`config.mk`:
```
export PLATFORM = sky130hd
export DESIGN_NAME = fphm_merge
export DESIGN_NICKNAME = d
export VERILOG_FILES = /design/src/rtl/fphm_pkg.sv /design/src/rtl/fphm_merge.sv
export SDC_FILE = /design/constraint.sdc
export NUM_CORES = 1
export LEC_CHECK = 0
export BUFFER_PORTS_ARGS = -buffer_cell sky130_fd_sc_hd__buf_4
export CAP_MARGIN = 20
export CORE_MARGIN = 2
export CORE_UTILIZATION = 45
export CTS_CLUSTER_SIZE = 20
export DETAILED_ROUTE_END_ITERATION = 12
export GPL_TIMING_DRIVEN = 0
export PLACE_DENSITY = 0.84
export SKIP_CTS_REPAIR_TIMING = 1
export SYNTH_ARGS = -nofsm -noshare
export SYNTH_HDL_FRONTEND = slang
export SYNTH_SLANG_ARGS = --single-unit
```
`constraint.sdc`:
```
create_clock -name clk -period 9.5 [get_ports clk]
set_clock_uncertainty 0.2 [all_clocks]
set_input_delay 0.95 -clock clk [delete_from_list [all_inputs] [get_ports clk]]
set_output_delay 0.95 -clock clk [all_outputs]
set_load 0.02 [all_outputs]
```
`src/rtl/fphm_pkg.sv`:
```
// Package for the flow pulse heat meter: widths, register indexes, item kinds,
// the constant multipliers of the flow and power arithmetic, and the lane result type.
// No dependencies.
`default_nettype none
package fphm_pkg;

  localparam int SENSORS     = 2;
  localparam int CNT_W       = 8;
  localparam int DT_W        = 12;
  localparam int DTC_W       = 11;
  localparam int FLOW_W      = 8;
  localparam int POW_W       = 16;
  localparam int BASE_W      = 24;
  localparam int PROD_W      = 35;
  localparam int CFG_ADDR_W  = 2;
  localparam int CFG_DATA_W  = 8;
  localparam int IN_TDATA_W  = 24;
  localparam int IN_TUSER_W  = 2;
  localparam int OUT_TDATA_W = 56;

  localparam logic [CNT_W-1:0] CNT_MAX = 8'hFF;

  localparam logic FUNC_PULSE = 1'b0;
  localparam logic FUNC_TICK  = 1'b1;

  localparam logic [CFG_ADDR_W-1:0] CFG_PRIMARY_MIN   = 2'd0;
  localparam logic [CFG_ADDR_W-1:0] CFG_SECONDARY_MIN = 2'd1;

  // Flow is p*50/33, done as p*(50*ceil(2^20/33)) >> 20.
  localparam logic [20:0] FLOW_MUL = 21'd1588800;
  // Base is p*411600/11 = p*37418 + floor(2p/11); the fraction uses ceil(2^12/11).
  localparam logic [15:0] BASE_MUL      = 16'd37418;
  localparam logic [9:0]  BASE_FRAC_MUL = 10'd746;
  // Power is base*d/57600; 57600 = 256*225, and /225 is *ceil(2^32/225) >> 32.
  localparam logic [PROD_W-1:0] POW_SAT_LIM = 35'd3774873600;
  localparam logic [24:0]       POW_DIV_MUL = 25'd19088744;

  typedef struct packed {
    logic [FLOW_W-1:0] flow;
    logic [POW_W-1:0]  power;
  } lane_res_t;

endpackage
`default_nettype wire

```
`src/rtl/fphm_merge.sv`:
```
// Merging stage: combines the lane results, flags nominal flow and holds the
// result request in the output register. Depends on fphm_pkg.
`default_nettype none
module fphm_merge import fphm_pkg::*; (
  input  wire logic                    clk,
  input  wire logic                    rst_n,
  input  wire logic                    lane_done,
  input  wire lane_res_t               res [SENSORS],
  input  wire logic [CFG_DATA_W-1:0]   min_primary,
  input  wire logic [CFG_DATA_W-1:0]   min_secondary,
  output logic                         loaded,
  output logic                         out_tvalid,
  input  wire logic                    out_tready,
  output logic [OUT_TDATA_W-1:0]       out_tdata
);

  logic                   pend_r;
  logic                   pend_nxt;
  logic                   valid_r;
  logic                   valid_nxt;
  logic [OUT_TDATA_W-1:0] data_r;
  logic                   nominal;

  assign nominal = (res[0].flow > min_primary) && (res[1].flow > min_secondary);
  assign loaded  = pend_r && (!valid_r || out_tready);

  always_comb begin
    pend_nxt  = pend_r;
    valid_nxt = valid_r;
    if (valid_r && out_tready) begin
      valid_nxt = 1'b0;
    end
    if (loaded) begin
      pend_nxt  = 1'b0;
      valid_nxt = 1'b1;
    end
    if (lane_done) begin
      pend_nxt = 1'b1;
    end
  end

  always_ff @(posedge clk) begin
    if (!rst_n) begin
      pend_r  <= 1'b0;
      valid_r <= 1'b0;
    end else begin
      pend_r  <= pend_nxt;
      valid_r <= valid_nxt;
    end
  end

  always_ff @(posedge clk) begin
    if (loaded) begin
      data_r <= {7'd0, nominal, res[1].power, res[0].power, res[1].flow, res[0].flow};
    end
  end

  assign out_tvalid = valid_r;
  assign out_tdata  = data_r;

endmodule
`default_nettype wire
```
# Word level (Yosys, flattened, before mapping)
# Cells that the tools add are included.
[op_classes] mux=4 n_lt_le_gt_ge=2 reduce_logical=7
[ops] cell="greater-than comparator 8 bit" n=2
[ops] cell="two-way mux 1 bit" n=4
[ops] cell="nonzero test 2 bit" n=2
[ops] cell="logical AND 1 bit" n=3
[ops] cell="zero test 1 bit" n=1
[ops] cell="logical OR 1 bit" n=1
[totals] in_bits=68 register_bits=51 elab_cells=16

# Logic depth before layout (Yosys ltp)
[logic_depth] ltp_word=5 depth_mapped=7 mapped_depth_nobuf=7

# Worst setup path before layout
# Ideal clock, no wire load.
[synth_timing] path_type="input port to output port" startpoint="in out_tready" endpoint="out loaded" stages=2 arrival_ns=3.463 required_ns=8.350 path_slack_ns=4.887 path_cell_list="nor2b_1 -> nor2b_1"
[synth_via] elab_chain_cells=2
[synth_lines] element="from (decl)" line_no="fphm_merge.sv:13" text="input wire logic out_tready,"
[synth_lines] element="logical OR 1 bit" line_no="fphm_merge.sv:25" text="assign loaded = pend_r && (!valid_r || out_tready);"
[synth_lines] element="logical AND 1 bit" line_no="fphm_merge.sv:25"
[synth_lines] element="to (decl)" line_no="fphm_merge.sv:11" text="output logic loaded,"
# Every way passes these cells.

# Final worst setup path
# Ends and elaborated chain as after synthesis.

==> flow_summary_export.csv <==
group,metric,value,unit
run_status,outcome,"finished clean",
sta,setup_tns,0,ns
placement,hpwl,3746,um
synthesis,synth_area_per_cell,17.18,um2
worst_setup_path,cp.arrival,1.78,ns
floorplanning,start_util,46.55,%
synthesis,synth-seq-area-share,74.57,%
routing,top_layer_used,"met4",
clocking,clockBufferDepth,2,
floorplanning,pin_count,126,
routing,wl_met1,1683,um
floorplanning,die_area,5057,um2
clocking,htreeDepth,2,
global_route,grt_overflow,0,
sta,max_freq,340.8,MHz
finish,fillers,294,
global_route,grt_pass1_vias,1444,
sta,setup-violations-final,0,
global_route,grt_antenna_before_repair,0,
sta,finalCritPeriodShare,30.89,%
routing,via_count,1443,
routing,routed-wl-met3,407,um
clocking,cts_sinks,51,
power_and_ir_drop,finalPower,486.1,uW
routing,post_drt_via_cell_ratio,4.762,
routing,wl_met2,2437,um
finish,syn_to_final_growth,54.81,%
worst_setup_path,path_class,"in2out",
synthesis,synthCells,118,
sta,fin_ws,6.566,ns
global_route,grt.total_usage,18.46,%
floorplanning,num_rows,24,
power_and_ir_drop,ir_drop,79.61,uV
routing,antenna_left,0,
routing,drc,0,
clocking,cts_inserted_buffers,5,
finish,antenna_cells,0,
sta,hold_viol,0,
routing,dr.pass1.iters,4,
placement,pre_cts_slack,6.574,ns
synthesis,yosys_warnings,0,
worst_setup_path,startpoint_type,"input port",
clocking,worstSkewPairLatency,0.29,ns
placement,port_buffers,118,
worst_setup_path,critPathCaptureType,"output pin",
sta,rsz0062_at_grt,"no",
placement,dp.cells,295,
sta,whs,0.3151,ns
synthesis,synth.distinct_cells,22,
routing,wl,4651,um
worst_setup_path,critPathRequiredTime,8.35,ns
power_and_ir_drop,p_per_area,154.9,nW/um2
floorplanning,die_height,71.12,um
routing,wl_per_cell,15.35,um
flow_run,max_cap_viol_count,0,
finish,nets,334,
global_route,grt_pass1_wl,6913,um
synthesis,syn-cell-area,2027,um2
clocking,clk_pin_slew,0.09,ns
floorplanning,core,4354,um2
synthesis,yosys_register_bits,51,
finish,final_common_cell,"buf_4",
clocking,root_buffer,"clkbuf_8",
global_route,grt_max_degree,37,
finish,drive_gt1_share,56.57,%
routing,drt-initial-drc-count,82,
worst_setup_path,critPathMaxFanout,15,
finish,most-common-layout-cells,"buf_4, edfxtp_1, inv_1, ha_1, conb_1",
sta,fin_crit,2.934,ns
finish,stdcell_count,303,
clocking,cts_tree,"built",
power_and_ir_drop,leakagePower,0.001435,uW
worst_hold_path,worstHoldPathType,"reg2reg",
placement,gp_congestion,0.7374,
floorplanning,die_w,71.12,um
sta,final-max-slew-violation-count,0,
[critical path: stages]
cell and delay, ns:
buf_4 0.08, nor2b_1 0.08, nor2b_4 0.44, buf_4 0.24
[state kept, by name, indices dropped and copies added, names as in the netlist]
signal      flops
out_tdata      49
out_tvalid      1
pend_r          1
[path summary, 6_finish.rpt]
path,start,end,slack (ns),depth (start not counted)
hold / removal,pend_r,out_tvalid,0.32,1
hold reg to reg,pend_r,out_tvalid,0.32,1
setup reg to reg,out_tvalid,out_tdata[25],7.75,3
setup / recovery,out_tready,loaded,6.57,4
[cell usage after synthesis, drive strengths merged]
cell type	number	share of area (%)
a211oi	2	0.99
a21oi	6	1.7
buf	7	2.6
conb	1	0.19
dfxtp	2	2.0
edfxtp	49	73
ha	16	9.9
inv	16	3.0
nand2	1	0.31
nand3	1	0.25
nand4	4	1.2
nor2	1	0.19
nor2b	5	2.3
nor3	2	0.74
o211ai	2	1.2
o21a	1	0.37
o21ai	1	0.25
o22ai	1	0.31
[metal layers]
metal,up-vias,GRT usage [%]
met4,0,8.595
met5,-,0
met2,86,32.29
met1,663,20.51
met3,8,5.698
li1,686,-
[final cells by class]
type / instances / area [um2] / area share, %
Buffer: 7 / 52.55 / 1.675
Clock buffer: 6 / 72.57 / 2.313
Clock inverter: 2 / 37.54 / 1.196
Inverter: 16 / 60.06 / 1.914
Multi-Input combinational cell: 50 / 432.9 / 13.80
Sequential cell: 51 / 1511 / 48.17
Tap cell: 52 / 65.06 / 2.073
Timing Repair Buffer: 119 / 905.9 / 28.87
[kinds of logic after synthesis]
| family | Yosys count | synth area share, % |
|---|---|---|
| other cells | 1 | 0.1850 |
| simple gates | 14 | 5.000 |
| compound gates | 13 | 4.815 |
| fa+ha+maj | 16 | 9.876 |
| buf+inv | 23 | 5.556 |
| flops | 51 | 74.57 |
[per-stage QoR]
stage          area [um2]  util [%]
6_report             3138     72.07
5_1_grt              3138     72.07
4_1_cts              3138     72.07
3_5_place_dp         3028     69.54
3_3_place_gp         3000     68.91
2_1_floorplan        2049         -
[power by group]
group	total, uW	switching [uW]	internal, uW
registers	261	2.90	258
logic	78.6	37.9	40.7
clock network	146	67.6	78.6
Note: power is estimated with default switching activity, not from simulation.
