==> src/rtl/fphm_pkg.sv <==
// Package for the flow pulse heat meter: widths, register indexes, item kinds,
// the constant multipliers of the flow and power arithmetic, and the lane result type.
// No dependencies.
`default_nettype none
package fphm_pkg;

  localparam int SENSORS     = 2;
  localparam int CNT_W       = 8;
  localparam int DT_W        = 12;
  localparam int DTC_W       = 11;
  localparam int FLOW_W      = 8;
  localparam int POW_W       = 16;
  localparam int BASE_W      = 24;
  localparam int PROD_W      = 35;
  localparam int CFG_ADDR_W  = 2;
  localparam int CFG_DATA_W  = 8;
  localparam int IN_TDATA_W  = 24;
  localparam int IN_TUSER_W  = 2;
  localparam int OUT_TDATA_W = 56;

  localparam logic [CNT_W-1:0] CNT_MAX = 8'hFF;

  localparam logic FUNC_PULSE = 1'b0;
  localparam logic FUNC_TICK  = 1'b1;

  localparam logic [CFG_ADDR_W-1:0] CFG_PRIMARY_MIN   = 2'd0;
  localparam logic [CFG_ADDR_W-1:0] CFG_SECONDARY_MIN = 2'd1;

  // Flow is p*50/33, done as p*(50*ceil(2^20/33)) >> 20.
  localparam logic [20:0] FLOW_MUL = 21'd1588800;
  // Base is p*411600/11 = p*37418 + floor(2p/11); the fraction uses ceil(2^12/11).
  localparam logic [15:0] BASE_MUL      = 16'd37418;
  localparam logic [9:0]  BASE_FRAC_MUL = 10'd746;
  // Power is base*d/57600; 57600 = 256*225, and /225 is *ceil(2^32/225) >> 32.
  localparam logic [PROD_W-1:0] POW_SAT_LIM = 35'd3774873600;
  localparam logic [24:0]       POW_DIV_MUL = 25'd19088744;

  typedef struct packed {
    logic [FLOW_W-1:0] flow;
    logic [POW_W-1:0]  power;
  } lane_res_t;

endpackage
`default_nettype wire

==> src/rtl/fphm_lane.sv <==
// One sensor lane: a four-stage pipeline turning a pulse count and a temperature
// difference into a saturated flow and power. Depends on fphm_pkg.
`default_nettype none
module fphm_lane import fphm_pkg::*; (
  input  wire logic                    clk,
  input  wire logic                    rst_n,
  input  wire logic                    start,
  input  wire logic [CNT_W-1:0]        cnt,
  input  wire logic signed [DT_W-1:0]  dt,
  output logic                         done,
  output lane_res_t                    res
);

  logic [3:0]        vld_r;
  logic [3:0]        vld_nxt;
  logic [CNT_W-1:0]  p_r;
  logic [DTC_W-1:0]  d_r;
  logic [DTC_W-1:0]  d1_r;
  logic [BASE_W-1:0] base_r;
  logic [BASE_W-1:0] base_nxt;
  logic [FLOW_W-1:0] flow_r;
  logic [FLOW_W-1:0] flow_nxt;
  logic [PROD_W-1:0] prod_r;
  logic [PROD_W-1:0] prod_nxt;
  logic [POW_W-1:0]  power_r;
  logic [POW_W-1:0]  power_nxt;
  logic [28:0]       flow_prod;
  logic [BASE_W-1:0] base_int;
  logic [17:0]       frac_prod;
  logic [48:0]       pow_prod;

  assign vld_nxt = {vld_r[2:0], start};

  always_comb begin
    flow_prod = {21'd0, p_r} * {8'd0, FLOW_MUL};
    flow_nxt  = flow_prod[28] ? {FLOW_W{1'b1}} : flow_prod[27:20];
    base_int  = {16'd0, p_r} * {8'd0, BASE_MUL};
    frac_prod = {10'd0, p_r} * {8'd0, BASE_FRAC_MUL};
    base_nxt  = base_int + {18'd0, frac_prod[17:12]};
    prod_nxt  = {11'd0, base_r} * {24'd0, d1_r};
    pow_prod  = {25'd0, prod_r[31:8]} * {24'd0, POW_DIV_MUL};
    power_nxt = (prod_r >= POW_SAT_LIM) ? {POW_W{1'b1}} : pow_prod[47:32];
  end

  always_ff @(posedge clk) begin
    if (!rst_n) begin
      vld_r <= '0;
    end else begin
      vld_r <= vld_nxt;
    end
  end

  always_ff @(posedge clk) begin
    if (start) begin
      p_r <= cnt;
      d_r <= dt[DT_W-1] ? '0 : dt[DTC_W-1:0];
    end
    if (vld_r[0]) begin
      base_r <= base_nxt;
      flow_r <= flow_nxt;
      d1_r   <= d_r;
    end
    if (vld_r[1]) begin
      prod_r <= prod_nxt;
    end
    if (vld_r[2]) begin
      power_r <= power_nxt;
    end
  end

  assign done      = vld_r[3];
  assign res.flow  = flow_r;
  assign res.power = power_r;

endmodule
`default_nettype wire

==> config.mk <==
export PLATFORM = sky130hd
export DESIGN_NAME = fphm_lane
export DESIGN_NICKNAME = d
export VERILOG_FILES = /design/src/rtl/fphm_pkg.sv /design/src/rtl/fphm_lane.sv
export SDC_FILE = /design/constraint.sdc
export NUM_CORES = 1
export LEC_CHECK = 0
export ABC_AREA = 1
export BUFFER_PORTS_ARGS = -buffer_cell sky130_fd_sc_hd__buf_2
export CAP_MARGIN = 20
export CORE_ASPECT_RATIO = 0.9
export CORE_MARGIN = 2
export CORE_UTILIZATION = 40
export CTS_BUF_LIST = sky130_fd_sc_hd__clkbuf_16
export DETAILED_ROUTE_END_ITERATION = 10
export PLACE_DENSITY = 0.54
export SYNTH_ARGS = -nofsm -noshare
export SYNTH_HDL_FRONTEND = slang
export SYNTH_SLANG_ARGS = --single-unit
==> constraint.sdc <==
create_clock -name clk -period 6.7 [get_ports clk]
set_clock_uncertainty 0.1 [all_clocks]
set_input_delay 0.335 -clock clk [delete_from_list [all_inputs] [get_ports clk]]
set_output_delay 0.335 -clock clk [all_outputs]
set_load 0.02 [all_outputs]
======== After elaboration in Yosys (flattened, before gate mapping) ========
Index checks and enable logic that the tools add are counted.
cells by class
  add/sub/neg operators ................... 1
  $mul .................................... 5
  order comparisons ....................... 1
operators with widths
  cell                    count
  $mul 8x15->23 const B   2
  $mul 24x22->45 const B  1
  $ge 35x32->1 const B    1
  $mul 24x11->35          1
  $add 24x6->24           1
  $mul 8x9->17 const B    1
word-level totals
  register bits after elaboration ......... 117
  bits of input ports ..................... 23
  output and inout bits ................... 25
  word-level logic and storage cells ...... 15

======== Longest topological paths before layout ========
Gate-level depths: netlist of the first run.
  depth after elaboration ................. 2
  depth in mapped cells ................... 32
  mapped depth without buffers ............ 32

======== Worst setup path before layout of the first run ========
OpenSTA, ideal clock, no wires.
  path kind ............................... register to register
  from .................................... reg p_r[4]
  to ...................................... reg base_r[18] (data pin)
  setup time .............................. 0.258 ns
  arrival ................................. 5.427 ns
  data required time ...................... 6.342 ns
  setup slack ............................. 0.916 ns
  stages on the path, launching flop included .. 30
  path buffers ............................ 0
  period minus slack after synthesis ...... 5.784 ns
  path through ............................ edfxtp_1 inv_1 fa_1 inv_1 fa_1 fa_1 inv_1 fa_1 inv_1 ha_1 a21o_1 a21oi_1 inv_1 nand2_1 o2111ai_1 a21oi_1 xor2_1 ha_1 nand2_1 nor2_1 nand2_1 nand3_1 nand2_1 nor2_2 nand2_1 nor2_2 nand3_2 nor2_2 nand2_1 xnor2_1
between the ends
  cells in the longest elaborated chain, start to end .. 2
  elaborated cells between the ends (all ways) .. 3
  those cells by class .................... add/sub: 1; mul: 2
RTL lines
  what                                                  RTL line                          RTL
  start: declaration                                    fphm_lane.sv:16                   logic [CNT_W-1:0] p_r;
  start signal: assignment                              fphm_lane.sv:55                   p_r <= cnt;
  $mul 8x15->23 / $mul 8x9->17 (equally long branches)  fphm_lane.sv:37, fphm_lane.sv:38
  $add 24x6->24 (*)                                     fphm_lane.sv:39                   base_nxt = base_int + {18'd0, frac_prod[17:12]};
  net base_nxt[18]                                      fphm_lane.sv:20                   logic [BASE_W-1:0] base_nxt;
  end signal: assignment                                fphm_lane.sv:59                   base_r <= base_nxt;
  end: declaration                                      fphm_lane.sv:19                   logic [BASE_W-1:0] base_r;
Mark *: on every way through the listed nets, which the timed path passes. The rest lies on a longest branch.
A chain may end at the register's enable or synchronous reset.

======== Worst setup path after layout of the first run ========
  from .................................... reg prod_r[28]
  to ...................................... reg power_r[10] (data pin)
between the ends
  cells in the longest elaborated chain, start to end .. 1
  elaborated cells between the ends (all ways) .. 2
  those cells by class .................... mul: 1; order compare: 1
RTL lines
  what                                                   RTL line                          RTL
  start: declaration                                     fphm_lane.sv:23                   logic [PROD_W-1:0] prod_r;
  start signal: assignment                               fphm_lane.sv:64                   prod_r <= prod_nxt;
  $mul 24x22->45 / $ge 35x32->1 (equally long branches)  fphm_lane.sv:41, fphm_lane.sv:42
  end signal: assignment                                 fphm_lane.sv:67                   power_r <= power_nxt;
  end: declaration                                       fphm_lane.sv:25                   logic [POW_W-1:0] power_r;
Several ways; a longest one is shown, not always the timed one.

==> results of run 1 <==
-- worst max-delay path, cell delays in order, from the launching register on --
cell and delay (ns):
edfxtp_1 0.63, inv_1 0.26, ha_1 0.35, inv_1 0.09, fa_1 0.44, ha_1 0.29
inv_1 0.06, fa_1 0.51, inv_1 0.06, fa_1 0.44, fa_1 0.51, inv_1 0.05
fa_1 0.47, inv_1 0.04, ha_1 0.30, a21oi_1 0.27, o21ai_0 0.16, a21oi_1 0.22
nor2_1 0.07, nor3_1 0.19, nand3_1 0.14, a21boi_0 0.18, o21ai_0 0.12
-- flip-flops by register name, summed over array words and instances (netlist names) --
signal   count
base_r      24
flow_r       8
prod_r      35
d_r         11
d1_r        11
vld_r        4
power_r     16
p_r          8
-- stage by stage --
stage	std cells	utilization [%]	hold WS, ns	setup WS [ns]
after floorplan	3097	-	0.300	0.916
after global placement	3986	42.4	0.301	0.618
after detailed placement	3986	42.4	0.305	0.525
after CTS	4026	43.4	0.00566	0.474
after global routing	4027	43.4	0.0260	0.0606
final	4027	43.4	0.0333	0.499
-- per-layer routing --
metal | up-vias | GRT usage [%]
met4 | 0 | 3.42
met3 | 38 | 2.05
li1 | 9630 | -
met1 | 9698 | 29.2
met5 | - | 0
met2 | 409 | 33.3
-- cells in the mapped netlist (4+ instances only) --
| cell | count |
|---|---|
| nor2_1 | 149 |
| nand2_4 | 6 |
| nor3_1 | 24 |
| dfxtp_1 | 4 |
| nor2_4 | 5 |
| edfxtp_1 | 113 |
| xor2_1 | 29 |
| nand3b_1 | 5 |
| nand2_2 | 17 |
| a21boi_0 | 15 |
| or2_2 | 4 |
| a21oi_1 | 133 |
| o2111ai_1 | 4 |
| a21o_1 | 21 |
| inv_2 | 12 |
| xnor2_1 | 33 |
| o21bai_1 | 13 |
| nand3_2 | 6 |
| fa_1 | 396 |
| o21a_1 | 7 |
| nor4_1 | 6 |
| nor2_2 | 6 |
| nand3_1 | 77 |
| nand2_1 | 588 |
| o21ai_0 | 72 |
| clkbuf_1 | 48 |
| nand4_1 | 29 |
| ha_1 | 452 |
| a31oi_1 | 6 |
| inv_1 | 800 |
-- cell families (layout without fill, tap and decap cells) --
logic type | Yosys count | after routing | synth area share, %
xor+xnor | 63 | 63 | 2.12
fa+ha+maj | 848 | 848 | 51.5
simple gates | 927 | 927 | 14.9
buf+inv | 860 | 926 | 12.2
flops | 117 | 117 | 13.2
compound gates | 282 | 282 | 6.06
-- how the worst max path moves through the flow --
stage               start           to  slack (ns)
6_report       prod_r[28]  power_r[10]        0.50
5_1_grt            p_r[2]   base_r[22]        0.06
4_1_cts        prod_r[28]  power_r[10]        0.47
3_5_place_dp   prod_r[28]  power_r[10]        0.52
3_3_place_gp   prod_r[28]  power_r[12]        0.62
2_1_floorplan      p_r[4]   base_r[18]        0.92
-- placed cells by master (no fill, tap or decap), drive strengths merged, types with 74 or more instances in the layout --
cell and n:
inv 822, nand2 611, ha 452, fa 396, nor2 160, a21oi 134
edfxtp 113, nand3 84, o21ai 76, buf 74
-- area by class of cell --
| type | instances | area [µm²] |
|---|---|---|
| Fill cell | 6463 | 37000 |
| Multi-Input combinational cell | 2120 | 19700 |
| Sequential cell | 117 | 3470 |
| Inverter | 812 | 3050 |
| Tap cell | 864 | 1080 |
| Timing Repair Buffer | 82 | 531 |
| Clock buffer | 17 | 425 |
| Clock inverter | 15 | 159 |
==> flow_metrics.tcl, run 1 <==
set metrics [dict create \
    top_layer_used_by_detailed_routing "met4" \
    worstPathMaxFanout 8 \
    place.detailed.hpwl_um 56700 \
    numPortBuffers 47 \
    ys_ff_latch 117 \
    critical_path.reg2reg.endpoint "power_r[10]" \
    ctsLongestPathBuffers 2 \
    cts_tree "yes" \
    antenna-diode-count 0 \
    synth_edf_count 113 \
    number_of_iterations_in_the_first_detailed_routing_pass 5 \
    area_growth_syn_to_layout_pct 7.65 \
    postSynthNetCount 3968 \
    finalCriticalPeriod_ns 6.20 \
    ioPinCount 48 \
    period_share_pct 92.5 \
    worstHoldStart "rst_n" \
    finalMaxSlewViolations 0 \
    worstSetupPathType "flop to flop" \
    run_status "finished, final reports clean" \
    grt_start_max_net_pins 45 \
    chipWidth_um 275 \
    crit-reg2reg-launch "prod_r[28]" \
    cts_inserted_buffers 17 \
    detail_route.drc_violations 0 \
    synthesis.yosys.warnings 0 \
    die_h_um 248 \
    grt_pass1_wl_um 108000 \
    stdcell_area_um2 28400 \
    post_synth.cell_area_avg_um2 8.51 \
    worst-endpoint-arrival_ns 6.30 \
    worst_hold_class "input port to flop" \
    dr_wl_met3_um 2600 \
    whs_path_cells 3 \
    synthDistinctLibCells 40 \
    clock.fmax_ghz 0.161 \
    max-cap-violations 0 \
    clockRootBuffer "clkbuf_16" \
    core_um2 65400 \
    path_clk_slew_ns 0.07 \
    starting_density_pct 40.3 \
    synth.cell_area_um2 26400 \
    postSynth.asyncResetShare_pct 0 \
    relSlewSlack_pct 27.0 \
    total_placed_instance_area_um2 27700 \
    crit_path_start_kind "flop" \
    cp_data_required_time_ns 6.80 \
    synth.top_cells.by_area "fa_1, ha_1, edfxtp_1" \
    drt_first_iter_violations 1146 \
    met2_wirelength_um 30800 \
    layout-drive-gt1-share_pct 5.31 \
    m1_wire_length_um 31800 \
    vias 19800 \
    yosys_most_used_dff "edfxtp_1" \
    avgRoutedWirePerCell_um 16.3 \
    rd_place_congestion 0.954 \
    seq_area_frac_synth_pct 13.2 \
    post-synth-top-area-cell "fa_1" \
    post-cts-setup-buffers 0 \
    rrSetupSlack_ns 0.50 \
    postCtsResizedCells 0 \
    finalSetupViolations 0 \
    fp.dieArea_um2 68000 \
    post_synth_inst_count 3097 \
    routed_wl_um 65800 \
    worst_max_slew_pin_slew_ns 1.09 \
    cts-hold-fix-buffers 8 \
    endpoint_kind "flop" \
    routed_via_density 4.91 \
    clock_insertion_delay_worst_skew_ns 0.46 \
    finalHoldViolCount 0 \
    antenna_found_initial 0 \
    grt_setup_unrepaired "no" \
    clock_tree.htree_level_count 4 \
    std_cell_rows 89 \
    drt.antenna.violating_nets 0 \
    clock_sinks 117 \
    reg2regPathDepth 22 \
    vias_in_the_first_global_route 20500 \
    setup_total_negative_slack_ns 0 \
    grt_util_all_layers_pct 20.3 \
    timing.hold.worst_endpoint "vld_r[0]" \
    nNetsFinal 4021 \
    globalRoute.totalOverflow 0 \
    netlist.area_leader.share_pct 30.1 \
]
Power of run 1 is left out: the tool's default activity adds up to more than one toggle a clock period on the data nets, which glitch-free logic cannot reach.
==> run 2: changes to the inputs <==
--- a/config.mk
+++ b/config.mk
@@ -13,7 +13,7 @@
 export CORE_UTILIZATION = 40
 export CTS_BUF_LIST = sky130_fd_sc_hd__clkbuf_16
 export DETAILED_ROUTE_END_ITERATION = 10
-export PLACE_DENSITY = 0.54
+export PLACE_DENSITY = 0.61
 export SYNTH_ARGS = -nofsm -noshare
 export SYNTH_HDL_FRONTEND = slang
 export SYNTH_SLANG_ARGS = --single-unit
==> run 2 against run 1 <==
  * First-iteration DRC count grew 3.6%
  * Flip-flop and latch count unchanged
  * Via count fell by 1.1%
  * Cell count rose by 0.12%
  * Setup slack better by 0.14 ns
  * Count of clock-buffer cells in the layout is the same
  * Wire length down 6.3%
  * Critical endpoint is now power_r[11]
  * Highest routed layer unchanged
==> flow_metrics.tcl, run 2 (synthesis results as in run 1) <==
set metrics [dict create \
    stdcell_count 4032 \
    timing.hold.worst_endpoint "d_r[2]" \
    n_fill_cell 6445 \
    place.detailed.hpwl_um 53300 \
    number_of_iterations_in_the_first_detailed_routing_pass 8 \
    worst-endpoint-arrival_ns 6.18 \
    period_share_pct 90.4 \
    whs_path_cells 3 \
    path_clk_slew_ns 0.06 \
    clockRootBuffer "clkbuf_16" \
    cts-hold-fix-buffers 9 \
    chipWidth_um 275 \
    ioPinCount 48 \
    drt.antenna.violating_nets 0 \
    antenna-diode-count 0 \
    worst_path_max_delay_cell "edfxtp_1" \
    post-cts-setup-buffers 0 \
    worstHoldStart "dt[2]" \
    cts_inserted_buffers 17 \
    clock_tree.htree_level_count 4 \
    cp_cell_sequence "inv_1 > ha_1 > ha_1 > inv_1 > fa_1 > inv_1 > fa_1 > fa_1 > inv_1 > fa_1 > fa_1 > inv_1 > ha_1 > a21oi_1 > a21boi_0 > o21ai_0 > a21oi_1 > o211ai_1 > nand2_1 > nand3_1" \
    preCtsSetupSlack_ns 0.642 \
    finalMaxSlewViolations 0 \
    rd_place_congestion 0.941 \
    setup_total_negative_slack_ns 0 \
    crit-reg2reg-launch "prod_r[20]" \
    avgRoutedWirePerCell_um 15.3 \
    routed_wl_um 61600 \
    starting_density_pct 40.3 \
    drt_first_iter_violations 1187 \
    std_cell_rows 89 \
    vias 19600 \
    routed_via_density 4.85 \
    vias_in_the_first_global_route 19700 \
    clock.fmax_ghz 0.165 \
    finalHoldViolCount 0 \
    area_growth_syn_to_layout_pct 7.62 \
    numPortBuffers 47 \
    layout_common_cells "inv_1, nand2_1, ha_1, fa_1, nor2_1" \
    detail_route.drc_violations 0 \
    fp.dieArea_um2 68000 \
    finalSetupViolations 0 \
    max-cap-violations 0 \
    cts_tree "yes" \
    grt_setup_unrepaired "no" \
    clock_sinks 117 \
    die_h_um 248 \
    critical_path.reg2reg.endpoint "power_r[11]" \
    grt_util_all_layers_pct 19.1 \
    cp_data_required_time_ns 6.82 \
    worst_slack_ns 0.641 \
    rrSetupSlack_ns 0.64 \
    critical-path-max-stage-delay_ns 0.65 \
    core_um2 65400 \
    relSlewSlack_pct 31.9 \
    globalRoute.totalOverflow 0 \
    layout-drive-gt1-share_pct 5.37 \
    crit_path_start_kind "flop" \
    nNetsFinal 4026 \
    finalCriticalPeriod_ns 6.06 \
    worst_max_slew_pin_slew_ns 1.02 \
    worstSetupPathType "flop to flop" \
    grt_pass1_wl_um 102000 \
    leading_cell_type_in_the_layout_fill_and_taps_excluded "inv_1" \
    worst_hold_slack_across_all_endpoints_ns 0.0404 \
    max_flop_register "prod_r" \
    worst_hold_class "input port to flop" \
    worstPathMaxFanout 8 \
    reg2regPathDepth 20 \
    largest_register_ff_count 35 \
    antenna_found_initial 0 \
    postCtsResizedCells 0 \
    clock_insertion_delay_worst_skew_ns 0.49 \
    endpoint_kind "flop" \
    ctsLongestPathBuffers 2 \
    grt_start_max_net_pins 45 \
    post-place-cells 3990 \
    top_regs "prod_r: 35 flops, base_r: 24 flops, power_r: 16 flops" \
    run_status "finished, final reports clean" \
]
## run 2: worst max path at each step
stage / startpoint / endpoint / cells past startpoint / slack (ns)
floorplan: p_r[4] / base_r[18] / 29 / 0.92
global route: p_r[4] / base_r[22] / 31 / 0.21
global placement: prod_r[20] / power_r[15] / 20 / 0.73
CTS: prod_r[20] / power_r[11] / 20 / 0.62
detailed placement: prod_r[20] / power_r[11] / 20 / 0.64
finish: prod_r[20] / power_r[11] / 20 / 0.64
## run 2: area by class of cell
type	instances	area, µm²	share of cell area (%)
Tap cell	864	1080	3.81
Multi-Input combinational cell	2120	19700	69.3
Inverter	812	3050	10.7
Timing Repair Buffer	87	571	2.01
Clock inverter	15	110	0.388
Clock buffer	17	425	1.50
Sequential cell	117	3470	12.2
## run 2: per-layer routing
layer / wire length [µm] / GRT usage, %
met5: 0 / 0
met4: 890 / 3.90
met3: 3530 / 4.20
met2: 27700 / 30.2
met1: 29500 / 26.8
## run 2: critical path: cells and delay by family (launching register included)
kind,cells,cell delay (ns)
adder cells (fa/ha/maj),8,3.40
AO/OA/AOI/OAI,5,1.17
flip-flops,1,0.65
buffers and inverters,5,0.36
AND/OR/NAND/NOR,2,0.14
## run 2: per-stage QoR
| stage | util (%) | cell area (µm²) |
|---|---|---|
| after floorplan | - | 26400 |
| after global placement | 42.4 | 27700 |
| after detailed placement | 42.4 | 27700 |
| after CTS | 43.4 | 28400 |
| after global routing | 43.4 | 28400 |
| final | 43.4 | 28400 |
Power of run 2 is left out for the same reason.
==> run 3: changes to the inputs <==
--- a/config.mk
+++ b/config.mk
@@ -14,6 +14,7 @@
 export CTS_BUF_LIST = sky130_fd_sc_hd__clkbuf_16
 export DETAILED_ROUTE_END_ITERATION = 10
 export PLACE_DENSITY = 0.61
+export REMOVE_ABC_BUFFERS = 1
 export SYNTH_ARGS = -nofsm -noshare
 export SYNTH_HDL_FRONTEND = slang
 export SYNTH_SLANG_ARGS = --single-unit
==> run 3 against run 2 <==
  * Critical path depth grew 1
  * Count of clock-buffer cells in the layout is the same
  * Utilization is essentially flat
  * Register-to-register slack lost 0.15 ns
  * Sequential share of layout area is essentially flat
  * Die area is the same
  * Via count grew 0.17%
  * Flip-flop and latch count is the same
  * Maximum frequency shrank 2.5%
  * Critical path type unchanged
  * Highest routed layer unchanged
==> flow_metrics.tcl, run 3 (synthesis results as in run 1) <==
set metrics [dict create \
    rd_place_congestion 0.945 \
    clock_sinks 117 \
    grt_setup_unrepaired "no" \
    utilization_pct 43.4 \
    worst_path_max_delay_cell "edfxtp_1" \
    place.detailed.hpwl_um 53800 \
    detail_route.drc_violations 0 \
    crit-reg2reg-launch "prod_r[20]" \
    path_clk_slew_ns 0.07 \
    critical_path.reg2reg.endpoint "power_r[10]" \
    area_growth_syn_to_layout_pct 7.70 \
    grt_util_all_layers_pct 19.3 \
    timing.hold.worst_endpoint "d_r[8]" \
    std_cell_rows 89 \
    rrSetupSlack_ns 0.49 \
    layout-drive-gt1-share_pct 5.37 \
    layout_common_cells "inv_1, nand2_1, ha_1, fa_1, nor2_1" \
    globalRoute.totalOverflow 0 \
    finalCriticalPeriod_ns 6.21 \
    finalMaxSlewViolations 0 \
    routed_wl_um 62800 \
    top_regs "prod_r: 35 flops, base_r: 24 flops, power_r: 16 flops" \
    leading_cell_type_in_the_layout_fill_and_taps_excluded "inv_1" \
    die_h_um 248 \
    vias 19600 \
    worst_max_slew_pin_slew_ns 1.08 \
    period_share_pct 92.7 \
    numPortBuffers 47 \
    worstHoldStart "dt[8]" \
    routed_via_density 4.86 \
    antenna_found_initial 0 \
    clock.fmax_ghz 0.161 \
    cp_cell_sequence "inv_1 > ha_1 > ha_1 > inv_1 > fa_1 > inv_1 > fa_1 > fa_1 > fa_1 > inv_1 > fa_1 > inv_1 > ha_1 > a21oi_1 > o21ai_0 > a21oi_1 > nor2_1 > nor3_1 > nand3_1 > a21boi_0 > o21ai_0" \
    worst_hold_class "input port to flop" \
    postCtsResizedCells 0 \
    drt.antenna.violating_nets 0 \
    cts_inserted_buffers 17 \
    critical-path-max-stage-delay_ns 0.70 \
    drt_first_iter_violations 1156 \
    grt_start_max_net_pins 45 \
    worst-endpoint-arrival_ns 6.32 \
    number_of_iterations_in_the_first_detailed_routing_pass 6 \
    post-cts-setup-buffers 0 \
    reg2regPathDepth 21 \
    nNetsFinal 4024 \
    ctsLongestPathBuffers 2 \
    n_fill_cell 6524 \
    grt_pass1_wl_um 103000 \
    fp.dieArea_um2 68000 \
    largest_register_ff_count 35 \
    crit_path_start_kind "flop" \
    cts_tree "yes" \
    clock_tree.htree_level_count 4 \
    chipWidth_um 275 \
    relSlewSlack_pct 28.1 \
    avgRoutedWirePerCell_um 15.6 \
    core_um2 65400 \
    worstPathMaxFanout 8 \
    stdcell_area_um2 28400 \
    worstSetupPathType "flop to flop" \
    ff_latch_area_um2 3470 \
    cp_data_required_time_ns 6.81 \
    vias_in_the_first_global_route 19800 \
    whs_path_cells 3 \
    starting_density_pct 40.3 \
    ioPinCount 48 \
    max_flop_register "prod_r" \
    total_placed_instance_area_um2 27700 \
    clock_insertion_delay_worst_skew_ns 0.46 \
    run_status "finished, final reports clean" \
    antenna-diode-count 0 \
    finalHoldViolCount 0 \
    setup_total_negative_slack_ns 0 \
    endpoint_kind "flop" \
    finalSetupViolations 0 \
    max-cap-violations 0 \
    multi_input_area_um2 19700 \
    clockRootBuffer "clkbuf_16" \
]
==> run 3: cell types whose count changed in the layout (fill, tap and decap cells not counted), sizes merged <==
cell      before  now
inv          813  821
clkinv         8    2
buf           78   76
clkinvlp       6    4
==> run 3: layout make-up <==
cell class	count	share of cell area [%]
Sequential cell	117	12.2
Clock inverter	15	0.560
Inverter	812	10.7
Tap cell	864	3.81
Clock buffer	17	1.50
Timing Repair Buffer	85	1.91
Multi-Input combinational cell	2120	69.3
==> run 3: timing repair <==
action                     in CTS  in global routing
setup endpoints to repair       0                  0
hold buffers                    9                  0
hold endpoints to repair       12                  0
==> run 3: worst max path at each step <==
stage | start | endpoint | slack, ns | depth (start not counted)
global placement | prod_r[20] | power_r[12] | 0.77 | 21
floorplan | p_r[4] | base_r[18] | 0.92 | 29
finish | prod_r[20] | power_r[10] | 0.49 | 21
global route | p_r[4] | base_r[22] | 0.26 | 30
detailed placement | prod_r[20] | power_r[10] | 0.66 | 21
CTS | prod_r[20] | power_r[10] | 0.59 | 21
==> run 3: critical path: cells and delay by family, from the launching register on <==
kind            cells  cell delay (ns)
fa+ha+maj           8             3.41
compound gates      5             0.95
flops               1             0.70
simple gates        3             0.42
buf+inv             5             0.40
==> run 3: stage by stage <==
stage / hold slack (ns) / worst slack [ns] / instances
2_1_floorplan: 0.300 / 0.916 / 3049
3_3_place_gp: 0.300 / 0.772 / 3989
3_5_place_dp: 0.305 / 0.659 / 3989
4_1_cts: 0.0270 / 0.590 / 4030
5_1_grt: 0.0553 / 0.263 / 4030
6_report: 0.0486 / 0.488 / 4030
==> run 3: metal layers <==
layer | GRT usage [%] | share of wire [%]
met5 | 0 | 0
met4 | 3.85 | 1.3
met3 | 3.08 | 5.3
met2 | 30.2 | 45
met1 | 28.1 | 49
Power of run 3 is left out for the same reason.
